==> src/nbd_pkg.sv <==
// NAT behavior discovery sequencer: shared types, codes and helpers.
// Used by nbd_step and nat_behavior_discovery_sequencer_core; no dependencies.
`default_nettype none

package nbd_pkg;

  // Address width of every IPv4 field (used by the payload structs)
  localparam int ADDR_BITS  = 32;
  localparam int PORT_BITS  = 16;
  localparam int CFG_DATA_W = ADDR_BITS;
  localparam int CFG_IDX_W  = 2;

  // Configuration register indexes
  localparam logic [CFG_IDX_W-1:0] CFG_SERVER_IP   = 2'd0;
  localparam logic [CFG_IDX_W-1:0] CFG_SERVER_PORT = 2'd1;
  localparam logic [CFG_IDX_W-1:0] CFG_TEST_SCOPE  = 2'd2;

  // Command codes
  localparam logic CMD_START = 1'b0;
  localparam logic CMD_EVENT = 1'b1;

  // Test scope codes
  localparam logic [1:0] SC_FULL = 2'd0;
  localparam logic [1:0] SC_BIND = 2'd1;
  localparam logic [1:0] SC_MAP  = 2'd2;
  localparam logic [1:0] SC_FILT = 2'd3;

  // Change request kinds
  localparam logic [1:0] CK_PLAIN   = 2'd0;
  localparam logic [1:0] CK_IP_PORT = 2'd1;
  localparam logic [1:0] CK_PORT    = 2'd2;

  // Binding verdicts
  localparam logic [1:0] BV_NONE    = 2'd0;
  localparam logic [1:0] BV_SUCCESS = 2'd1;
  localparam logic [1:0] BV_FAIL    = 2'd2;
  localparam logic [1:0] BV_UNSUPP  = 2'd3;

  // Mapping verdicts
  localparam logic [2:0] MV_NONE     = 3'd0;
  localparam logic [2:0] MV_DIRECT   = 3'd1;
  localparam logic [2:0] MV_EP_INDEP = 3'd2;
  localparam logic [2:0] MV_ADDR_DEP = 3'd3;
  localparam logic [2:0] MV_APORT_DEP = 3'd4;
  localparam logic [2:0] MV_FAIL     = 3'd5;
  localparam logic [2:0] MV_UNSUPP   = 3'd6;

  // Filtering verdicts
  localparam logic [2:0] FV_NONE      = 3'd0;
  localparam logic [2:0] FV_EP_INDEP  = 3'd1;
  localparam logic [2:0] FV_ADDR_DEP  = 3'd2;
  localparam logic [2:0] FV_APORT_DEP = 3'd3;
  localparam logic [2:0] FV_UNSUPP    = 3'd4;

  typedef enum logic [2:0] {
    PH_DONE  = 3'd0,
    PH_BIND  = 3'd1,
    PH_FILT2 = 3'd2,
    PH_FILT3 = 3'd3,
    PH_MAP2  = 3'd4,
    PH_MAP3  = 3'd5
  } phase_t;

  typedef struct packed {
    logic                 vld;
    logic [ADDR_BITS-1:0] ip;
    logic [PORT_BITS-1:0] port;
  } ep_t;

  typedef struct packed {
    phase_t     phase;
    ep_t        pub;
    ep_t        loc;
    ep_t        alt;
    ep_t        map2;
    logic [1:0] bind_v;
    logic [2:0] map_v;
    logic [2:0] filt_v;
  } nbd_state_t;

  typedef struct packed {
    logic [ADDR_BITS-1:0] server_ip;
    logic [PORT_BITS-1:0] server_port;
    logic [1:0]           test_scope;
  } nbd_cfg_t;

  typedef struct packed {
    logic                 command;
    logic                 response_present;
    logic                 has_mapped;
    logic [ADDR_BITS-1:0] mapped_ip;
    logic [PORT_BITS-1:0] mapped_port;
    logic                 has_other;
    logic [ADDR_BITS-1:0] other_ip;
    logic [PORT_BITS-1:0] other_port;
    logic [ADDR_BITS-1:0] local_ip;
    logic [PORT_BITS-1:0] local_port;
    logic [ADDR_BITS-1:0] remote_ip;
    logic [PORT_BITS-1:0] remote_port;
  } nbd_in_t;

  typedef struct packed {
    logic                 request_valid;
    logic [ADDR_BITS-1:0] request_ip;
    logic [PORT_BITS-1:0] request_port;
    logic [1:0]           change_kind;
    logic                 finished;
    logic [1:0]           binding_verdict;
    logic [2:0]           mapping_verdict;
    logic [2:0]           filtering_verdict;
    logic [ADDR_BITS-1:0] public_ip;
    logic [PORT_BITS-1:0] public_port;
  } nbd_out_t;

  // Build an endpoint; an absent one reads as zero
  function automatic ep_t ep_mk(input logic v, input logic [ADDR_BITS-1:0] ip,
                                input logic [PORT_BITS-1:0] port);
    ep_t e;
    e.vld  = v;
    e.ip   = v ? ip : '0;
    e.port = v ? port : '0;
    return e;
  endfunction

  // Compare address and port only
  function automatic logic ep_eq(input ep_t a, input ep_t b);
    return (a.ip == b.ip) && (a.port == b.port);
  endfunction

endpackage

`default_nettype wire

==> src/nbd_step.sv <==
// Step logic: next discovery state and the result for one event.
// Depends on nbd_pkg; purely combinational.
`default_nettype none

module nbd_step (
  input  nbd_pkg::nbd_in_t    item,
  input  nbd_pkg::nbd_cfg_t   cfg,
  input  nbd_pkg::nbd_state_t st,
  output nbd_pkg::nbd_state_t st_nxt,
  output nbd_pkg::nbd_out_t   res
);
  import nbd_pkg::*;

  logic       resp;
  ep_t        mapped;
  ep_t        other;
  ep_t        remote;
  ep_t        zero_ep;
  logic       alt_ok;
  logic       direct_new;
  logic       direct_old;
  logic [1:0] bv;
  logic [2:0] fv;

  // Decode the event's endpoints; a timeout hides all reply fields
  always_comb begin
    resp    = item.response_present;
    mapped  = ep_mk(resp & item.has_mapped, item.mapped_ip, item.mapped_port);
    other   = ep_mk(resp & item.has_other, item.other_ip, item.other_port);
    remote  = ep_mk(resp, item.remote_ip, item.remote_port);
    zero_ep = ep_mk(1'b0, '0, '0);
  end

  // Advance the discovery phase
  always_comb begin
    st_nxt = st;
    res    = '0;
    bv     = BV_NONE;
    fv     = FV_NONE;
    alt_ok = other.vld && (other.ip != cfg.server_ip) && (other.port != cfg.server_port);
    // direct test on the endpoints taken from this reply
    direct_new = mapped.vld && resp && ep_eq(mapped, ep_mk(resp, item.local_ip,
                                                           item.local_port));
    // direct test on stored endpoints
    direct_old = st.pub.vld && st.loc.vld && ep_eq(st.pub, st.loc);

    if (item.command == CMD_START) begin
      st_nxt.pub    = zero_ep;
      st_nxt.loc    = zero_ep;
      st_nxt.alt    = zero_ep;
      st_nxt.map2   = zero_ep;
      st_nxt.bind_v = BV_NONE;
      st_nxt.map_v  = MV_NONE;
      st_nxt.filt_v = FV_NONE;
      st_nxt.phase  = PH_BIND;
      res.request_valid = 1'b1;
      res.request_ip    = cfg.server_ip;
      res.request_port  = cfg.server_port;
      res.change_kind   = CK_PLAIN;
    end else begin
      case (st.phase)
        PH_BIND: begin
          if (!resp)
            bv = BV_FAIL;
          else if (!mapped.vld)
            bv = BV_UNSUPP;
          else
            bv = BV_SUCCESS;
          st_nxt.bind_v = bv;
          st_nxt.loc    = ep_mk(resp, item.local_ip, item.local_port);
          st_nxt.pub    = mapped;
          st_nxt.alt    = other;
          if (cfg.test_scope == SC_BIND || bv != BV_SUCCESS) begin
            st_nxt.phase = PH_DONE;
          end else if (!alt_ok) begin
            if (cfg.test_scope == SC_FILT || cfg.test_scope == SC_FULL)
              st_nxt.filt_v = FV_UNSUPP;
            if (cfg.test_scope == SC_MAP)
              st_nxt.map_v = MV_UNSUPP;
            st_nxt.phase = PH_DONE;
          end else if (cfg.test_scope == SC_MAP) begin
            if (direct_new) begin
              st_nxt.map_v = MV_DIRECT;
              st_nxt.phase = PH_DONE;
            end else begin
              st_nxt.phase      = PH_MAP2;
              res.request_valid = 1'b1;
              res.request_ip    = other.ip;
              res.request_port  = cfg.server_port;
              res.change_kind   = CK_PLAIN;
            end
          end else begin
            st_nxt.phase      = PH_FILT2;
            res.request_valid = 1'b1;
            res.request_ip    = cfg.server_ip;
            res.request_port  = cfg.server_port;
            res.change_kind   = CK_IP_PORT;
          end
        end
        PH_FILT2, PH_FILT3: begin
          if (st.phase == PH_FILT2 && !resp) begin
            st_nxt.phase      = PH_FILT3;
            res.request_valid = 1'b1;
            res.request_ip    = cfg.server_ip;
            res.request_port  = cfg.server_port;
            res.change_kind   = CK_PORT;
          end else begin
            if (st.phase == PH_FILT2)
              fv = (st.alt.vld && ep_eq(remote, st.alt)) ? FV_EP_INDEP : FV_UNSUPP;
            else if (!resp)
              fv = FV_APORT_DEP;
            else if (remote.ip == cfg.server_ip && remote.port != cfg.server_port)
              fv = FV_ADDR_DEP;
            else
              fv = FV_UNSUPP;
            st_nxt.filt_v = fv;
            // continue with mapping only on a full run with usable filtering
            if (cfg.test_scope == SC_FULL && fv != FV_UNSUPP) begin
              if (direct_old) begin
                st_nxt.map_v = MV_DIRECT;
                st_nxt.phase = PH_DONE;
              end else begin
                st_nxt.phase      = PH_MAP2;
                res.request_valid = 1'b1;
                res.request_ip    = st.alt.ip;
                res.request_port  = cfg.server_port;
                res.change_kind   = CK_PLAIN;
              end
            end else begin
              st_nxt.phase = PH_DONE;
            end
          end
        end
        PH_MAP2: begin
          if (!mapped.vld) begin
            st_nxt.map_v = MV_FAIL;
            st_nxt.phase = PH_DONE;
          end else if (st.pub.vld && ep_eq(mapped, st.pub)) begin
            st_nxt.map_v = MV_EP_INDEP;
            st_nxt.phase = PH_DONE;
          end else begin
            st_nxt.map2       = mapped;
            st_nxt.phase      = PH_MAP3;
            res.request_valid = 1'b1;
            res.request_ip    = st.alt.ip;
            res.request_port  = st.alt.port;
            res.change_kind   = CK_PLAIN;
          end
        end
        PH_MAP3: begin
          if (!mapped.vld)
            st_nxt.map_v = MV_FAIL;
          else if (st.map2.vld && ep_eq(mapped, st.map2))
            st_nxt.map_v = MV_ADDR_DEP;
          else
            st_nxt.map_v = MV_APORT_DEP;
          st_nxt.phase = PH_DONE;
        end
        default: begin
          st_nxt.phase = PH_DONE;
        end
      endcase
    end

    // Report verdicts after this step
    res.finished          = (st_nxt.phase == PH_DONE);
    res.binding_verdict   = st_nxt.bind_v;
    res.mapping_verdict   = st_nxt.map_v;
    res.filtering_verdict = st_nxt.filt_v;
    res.public_ip         = st_nxt.pub.ip;
    res.public_port       = st_nxt.pub.port;
  end

endmodule

`default_nettype wire

==> src/nat_behavior_discovery_sequencer_core.sv <==
// Top level of the NAT behavior discovery sequencer: config registers,
// input register, discovery state, result register. Depends on nbd_pkg, nbd_step.
//
//   Channel | Ports                              | Moves
//   --------+------------------------------------+-----------------------------------
//   in      | in_valid, in_ready, in_data        | one start command or reply/timeout
//   out     | out_valid, out_ready, out_data     | one result per input transfer
//   cfg     | cfg_we, cfg_idx, cfg_data          | register write, no wait, no read
//
// One item per cycle sustained while out_ready stays high; a result passes from
// the input register through the step logic into the result register before
// it is offered.
// Reset (rst_n low, synchronous) clears the config, valid and state registers and sets the phase to done.
// With out_ready low the result register holds and the input register still
// takes one more item; in_ready then drops until the result is taken.
`default_nettype none

module nat_behavior_discovery_sequencer_core (
  input  logic                                 clk,
  input  logic                                 rst_n,
  input  logic                                 in_valid,
  output logic                                 in_ready,
  input  nbd_pkg::nbd_in_t                     in_data,
  output logic                                 out_valid,
  input  logic                                 out_ready,
  output nbd_pkg::nbd_out_t                    out_data,
  input  logic                                 cfg_we,
  input  logic [nbd_pkg::CFG_IDX_W-1:0]        cfg_idx,
  input  logic [nbd_pkg::CFG_DATA_W-1:0]       cfg_data
);
  import nbd_pkg::*;

  nbd_cfg_t   cfg_r;
  nbd_in_t    in_r;
  logic       in_vld_r;
  nbd_state_t state_r;
  nbd_state_t state_nxt;
  nbd_out_t   out_r;
  nbd_out_t   res_nxt;
  logic       out_vld_r;
  logic       move;

  // Move an item from the input register to the result register
  assign move     = in_vld_r && (!out_vld_r || out_ready);
  assign in_ready = !in_vld_r || move;

  assign out_valid = out_vld_r;
  assign out_data  = out_r;

  // Write configuration registers
  always_ff @(posedge clk) begin
    if (!rst_n) begin
      cfg_r <= '0;
    end else if (cfg_we) begin
      case (cfg_idx)
        CFG_SERVER_IP:   cfg_r.server_ip   <= cfg_data[ADDR_BITS-1:0];
        CFG_SERVER_PORT: cfg_r.server_port <= cfg_data[PORT_BITS-1:0];
        CFG_TEST_SCOPE:  cfg_r.test_scope  <= cfg_data[1:0];
        default: ;
      endcase
    end
  end

  // Capture the input transfer
  always_ff @(posedge clk) begin
    if (!rst_n) begin
      in_vld_r <= 1'b0;
    end else if (in_ready) begin
      in_vld_r <= in_valid;
    end
  end

  always_ff @(posedge clk) begin
    if (in_valid && in_ready) begin
      in_r <= in_data;
    end
  end

  nbd_step u_step (
    .item   (in_r),
    .cfg    (cfg_r),
    .st     (state_r),
    .st_nxt (state_nxt),
    .res    (res_nxt)
  );

  // Commit the step: discovery state and result valid
  always_ff @(posedge clk) begin
    if (!rst_n) begin
      // all-zero state is the done phase with no endpoints and no verdicts
      state_r       <= '0;
      out_vld_r     <= 1'b0;
    end else begin
      if (move) begin
        state_r <= state_nxt;
      end
      if (move) begin
        out_vld_r <= 1'b1;
      end else if (out_ready) begin
        out_vld_r <= 1'b0;
      end
    end
  end

  always_ff @(posedge clk) begin
    if (move) begin
      out_r <= res_nxt;
    end
  end

  // A finished result never carries a request
  a_done_no_req: assert property (@(posedge clk) disable iff (!rst_n)
    (out_vld_r && out_r.finished) |-> !out_r.request_valid)
    else $error("finished result carries a request");

  // No request means zero target and plain kind
  a_idle_req_zero: assert property (@(posedge clk) disable iff (!rst_n)
    (out_vld_r && !out_r.request_valid) |->
      (out_r.request_ip == '0 && out_r.request_port == '0 &&
       out_r.change_kind == CK_PLAIN))
    else $error("request fields set without a request");

  // A start clears the verdicts and asks for a binding request
  a_start_clears: assert property (@(posedge clk) disable iff (!rst_n)
    (move && in_r.command == CMD_START) |=>
      (out_r.request_valid && out_r.binding_verdict == BV_NONE &&
       out_r.mapping_verdict == MV_NONE && out_r.filtering_verdict == FV_NONE &&
       state_r.phase == PH_BIND))
    else $error("start did not restart discovery");

  // Reset leaves the sequencer done with nothing pending
  a_reset_state: assert property (@(posedge clk)
    ($past(rst_n) == 1'b0) |-> (state_r.phase == PH_DONE && !out_vld_r && !in_vld_r))
    else $error("state not cleared by reset");

endmodule

`default_nettype wire
==> config.mk <==
export PLATFORM = sky130hd
export DESIGN_NAME = nat_behavior_discovery_sequencer_core
export DESIGN_NICKNAME = d
export VERILOG_FILES = /design/src/nbd_pkg.sv /design/src/nbd_step.sv /design/src/nat_behavior_discovery_sequencer_core.sv
export SDC_FILE = /design/constraint.sdc
export NUM_CORES = 1
export LEC_CHECK = 0
export ABC_AREA = 0
export ABC_CLOCK_PERIOD_IN_PS = 7300
export BUFFER_PORTS_ARGS = -buffer_cell sky130_fd_sc_hd__buf_4
export CAP_MARGIN = 40
export CORE_MARGIN = 2
export CORE_UTILIZATION = 48
export CTS_BUF_LIST = sky130_fd_sc_hd__clkbuf_16
export DETAILED_ROUTE_END_ITERATION = 12
export HOLD_SLACK_MARGIN = 0.02
export PLACE_DENSITY = 0.82
export SYNTH_ARGS = -nofsm -noshare
export SYNTH_HDL_FRONTEND = slang
export SYNTH_SLANG_ARGS = --single-unit
==> constraint.sdc <==
create_clock -name clk -period 7.3 [get_ports clk]
set_input_delay 2.19 -clock clk [delete_from_list [all_inputs] [get_ports clk]]
set_output_delay 2.19 -clock clk [all_outputs]
set_load 0.03 [all_outputs]
==> results.toml <==
[route]
totalWireLength_mm = 97.5
highest-signal-layer = "met5"
routed-wl-met3_mm = 11.6
drc = 0
dr.pass1.iters = 6
drt_iter0_drc = 3436
routed_via_density = 6.34
met1Wirelength_mm = 40.0
vias = 23575
wl_met2_mm = 42.0
drtAntennaViolNets = 0
routedWlPerCell_microns = 26.2

[timing]
timing.setup.tns_ns = 0
fin_skew_ns = 0.0322
min_period_ns = 5.03
setup_viol = 0
fin_ws_ns = 2.27
min_period_over_period_pct = 68.9
fmax_mhz = 199
finalHoldViolCount = 0
slew_headroom_pct = 40.8
rsz0062_at_grt = "false"
worstMarginPinSlew_ns = 0.887
drv_slew = 0

[clocking]
cts_buffers = 59
clk-insertion-delay-late_ns = 0.64
clkTransAtPathRegs_ns = 0.07
post_cts_buffers = 0
cts_tree = "yes"
clk_path_buf_depth = 3
cts-root-buf = "clkbuf_16"
cts.sinks = 563
cts.htree.levels = 2
cts_resized = 0
postCtsHoldBufs = 0

[worst_setup_path]
start_kind = "input port"
r2r_start = "in_r[193]$_DFFE_PP_"
crit_required_ns = 5.11
path_class = "in2out"
worstSetupStartpoint = "out_ready"
worstPathArrival_ns = 2.84
end_kind = "output port"
cp_max_fo = 4

[pwr]
seqPwrFrac_pct = 50.3
power.switching_w = 0.00186
p_int_w = 0.00536
p_clk_share_pct = 40.7
ir_drop_v = 0.000211
static-leakage-power_nw = 11.3
p_per_area_nw_per_um2 = 224
power_w = 0.00722
p_comb_share_pct = 9.0
swShare_pct = 25.7

[synthesis]
syn_nets = 2907
synth_seq_cells = 563
synthCells = 2669
yosysWarnings = 0
synth_top_family_by_area = "compound AO/OA/AOI/OAI gates"
synth_edf_count = 304
synthMuxAreaShare_pct = 0.312
synthFlopType = "edfxtp_1"
synth_adder_area_share_pct = 0.138
synth_compound_area_share_pct = 19.2
avgSynthCellArea_sq_um = 10.2
synth-seq-area-share_pct = 52.5
synthXorXnorAreaFrac_pct = 4.44
async_flop_share_pct = 0
yosys.area_share.simple_pct = 19.1
synth_area_sq_um = 27200
ys_types = 81

[placement]
port-buffer-count = 344
dp_hpwl_mm = 69.9
placedCellCount = 3607
placed_area_sq_um = 30300
post-place-ws_ns = 2.28
place.gp.congestion = 0.986

[die]
std_cell_rows = 87
core_area_sq_um = 56300
ios = 345
die_h_microns = 242
start_util_pct = 48.4
die_x_microns = 242
die_area_sq_um = 58700

[cells_and_area]
area_delta_synth_final_pct = 18.2
stdcell_count = 3719
final_cell_mix = "365 x buf_4, 321 x nand2_1, 304 x edfxtp_1, 259 x dfxtp_1, 219 x nor2b_1"
final_common_cell = "buf_4"
nNetsFinal = 3150
drive_gt1_share_pct = 16.8
stdcell_area_sq_um = 32200

[grt]
antenna_found_initial = 4
grt_pass1_wl_mm = 142
track_usage_pct = 32.0
grt_pass1_vias = 22049
grt_overflow_total = 0
grt_max_degree = 109

[worst_hold_path]
min_from = "state_r[6]$_SDFFE_PN0P_"
min_path_type = "reg2reg"

[run]
maxCapViolCount = 0

[run_status]
status = "finished clean"
[flip-flops by register name, summed over array words and instances, names as in the netlist]
register / cells
out_valid: 1
out_data: 108
cfg_r: 50
state_r: 207
in_r: 196
in_vld_r: 1
[per-layer routing]
| metal | GRT usage [%] | vias up |
|---|---|---|
| met1 | 46.1 | 11458 |
| li1 | - | 10352 |
| met5 | 0 | - |
| met2 | 47.5 | 1538 |
| met4 | 12.2 | 2 |
| met3 | 6.66 | 225 |
[layout make-up]
class,count,area [sq um]
inverters,82,313
flip-flops and latches,563,14300
clock inverters,50,365
multi-input cells,1831,11800
diodes,2,5.00
fillers,4710,24100
repair buffers,375,2940
well taps,756,946
clock buffers,60,1500
[power by group through the flow]
| stage | clock network (W) | logic, W | registers, W |
|---|---|---|---|
| after floorplan | 0 | 0.000336 | 0.00365 |
| after global placement | 0 | 0.000618 | 0.00368 |
| after detailed placement | 0 | 0.000637 | 0.00369 |
| after CTS | 0.00297 | 0.000640 | 0.00362 |
| after global routing | 0.00308 | 0.000688 | 0.00363 |
| final | 0.00294 | 0.000649 | 0.00363 |
[final timing paths]
path | depth (start not counted) | slack, ns | endpoint
setup / recovery | 4 | 2.27 | in_ready
setup reg to reg | 12 | 2.83 | out_data[79]$_DFFE_PP_
hold / removal | 2 | 0.52 | state_r[6]$_SDFFE_PN0P_
hold reg to reg | 2 | 0.52 | state_r[6]$_SDFFE_PN0P_
[critical path: stages]
cell	delay (ns)
buf_4	0.11
nor2b_1	0.22
nand2_1	0.13
buf_4	0.18
[stage by stage]
stage          util (%)  hold slack [ns]
3_5_place_dp       53.9            0.507
4_1_cts            57.2            0.521
5_1_grt            57.2            0.540
6_report           57.2            0.520
2_1_floorplan         -            0.470
3_3_place_gp       53.6            0.489
[kinds of logic (layout without fill, tap and decap cells)]
family | after synthesis | count (layout)
mux | 8 | 8
fa+ha+maj | 3 | 3
other cells | 0 | 2
simple gates | 973 | 973
compound gates | 709 | 709
buf+inv | 275 | 567
xor+xnor | 138 | 138
flops | 563 | 563
[cells in the mapped netlist (31+ instances only)]
cell / count / area (sq um)
a21boi_0: 115 / 863
a21oi_1: 31 / 155
a221o_1: 34 / 340
a22oi_1: 136 / 1020
a31oi_1: 57 / 357
a32oi_1: 39 / 342
and2_1: 38 / 238
clkbuf_1: 145 / 544
dfxtp_1: 259 / 5180
edfxtp_1: 304 / 9130
inv_1: 81 / 304
nand2_1: 323 / 1210
nand3_1: 57 / 285
nand4_1: 31 / 194
nor2_1: 140 / 526
nor2b_1: 221 / 1380
nor4bb_1: 60 / 601
o21ai_0: 95 / 475
o22ai_1: 37 / 231
o32ai_1: 46 / 403
xnor2_1: 94 / 823
xor2_1: 44 / 385
No activity file was read; power rests on OpenSTA's default activity.
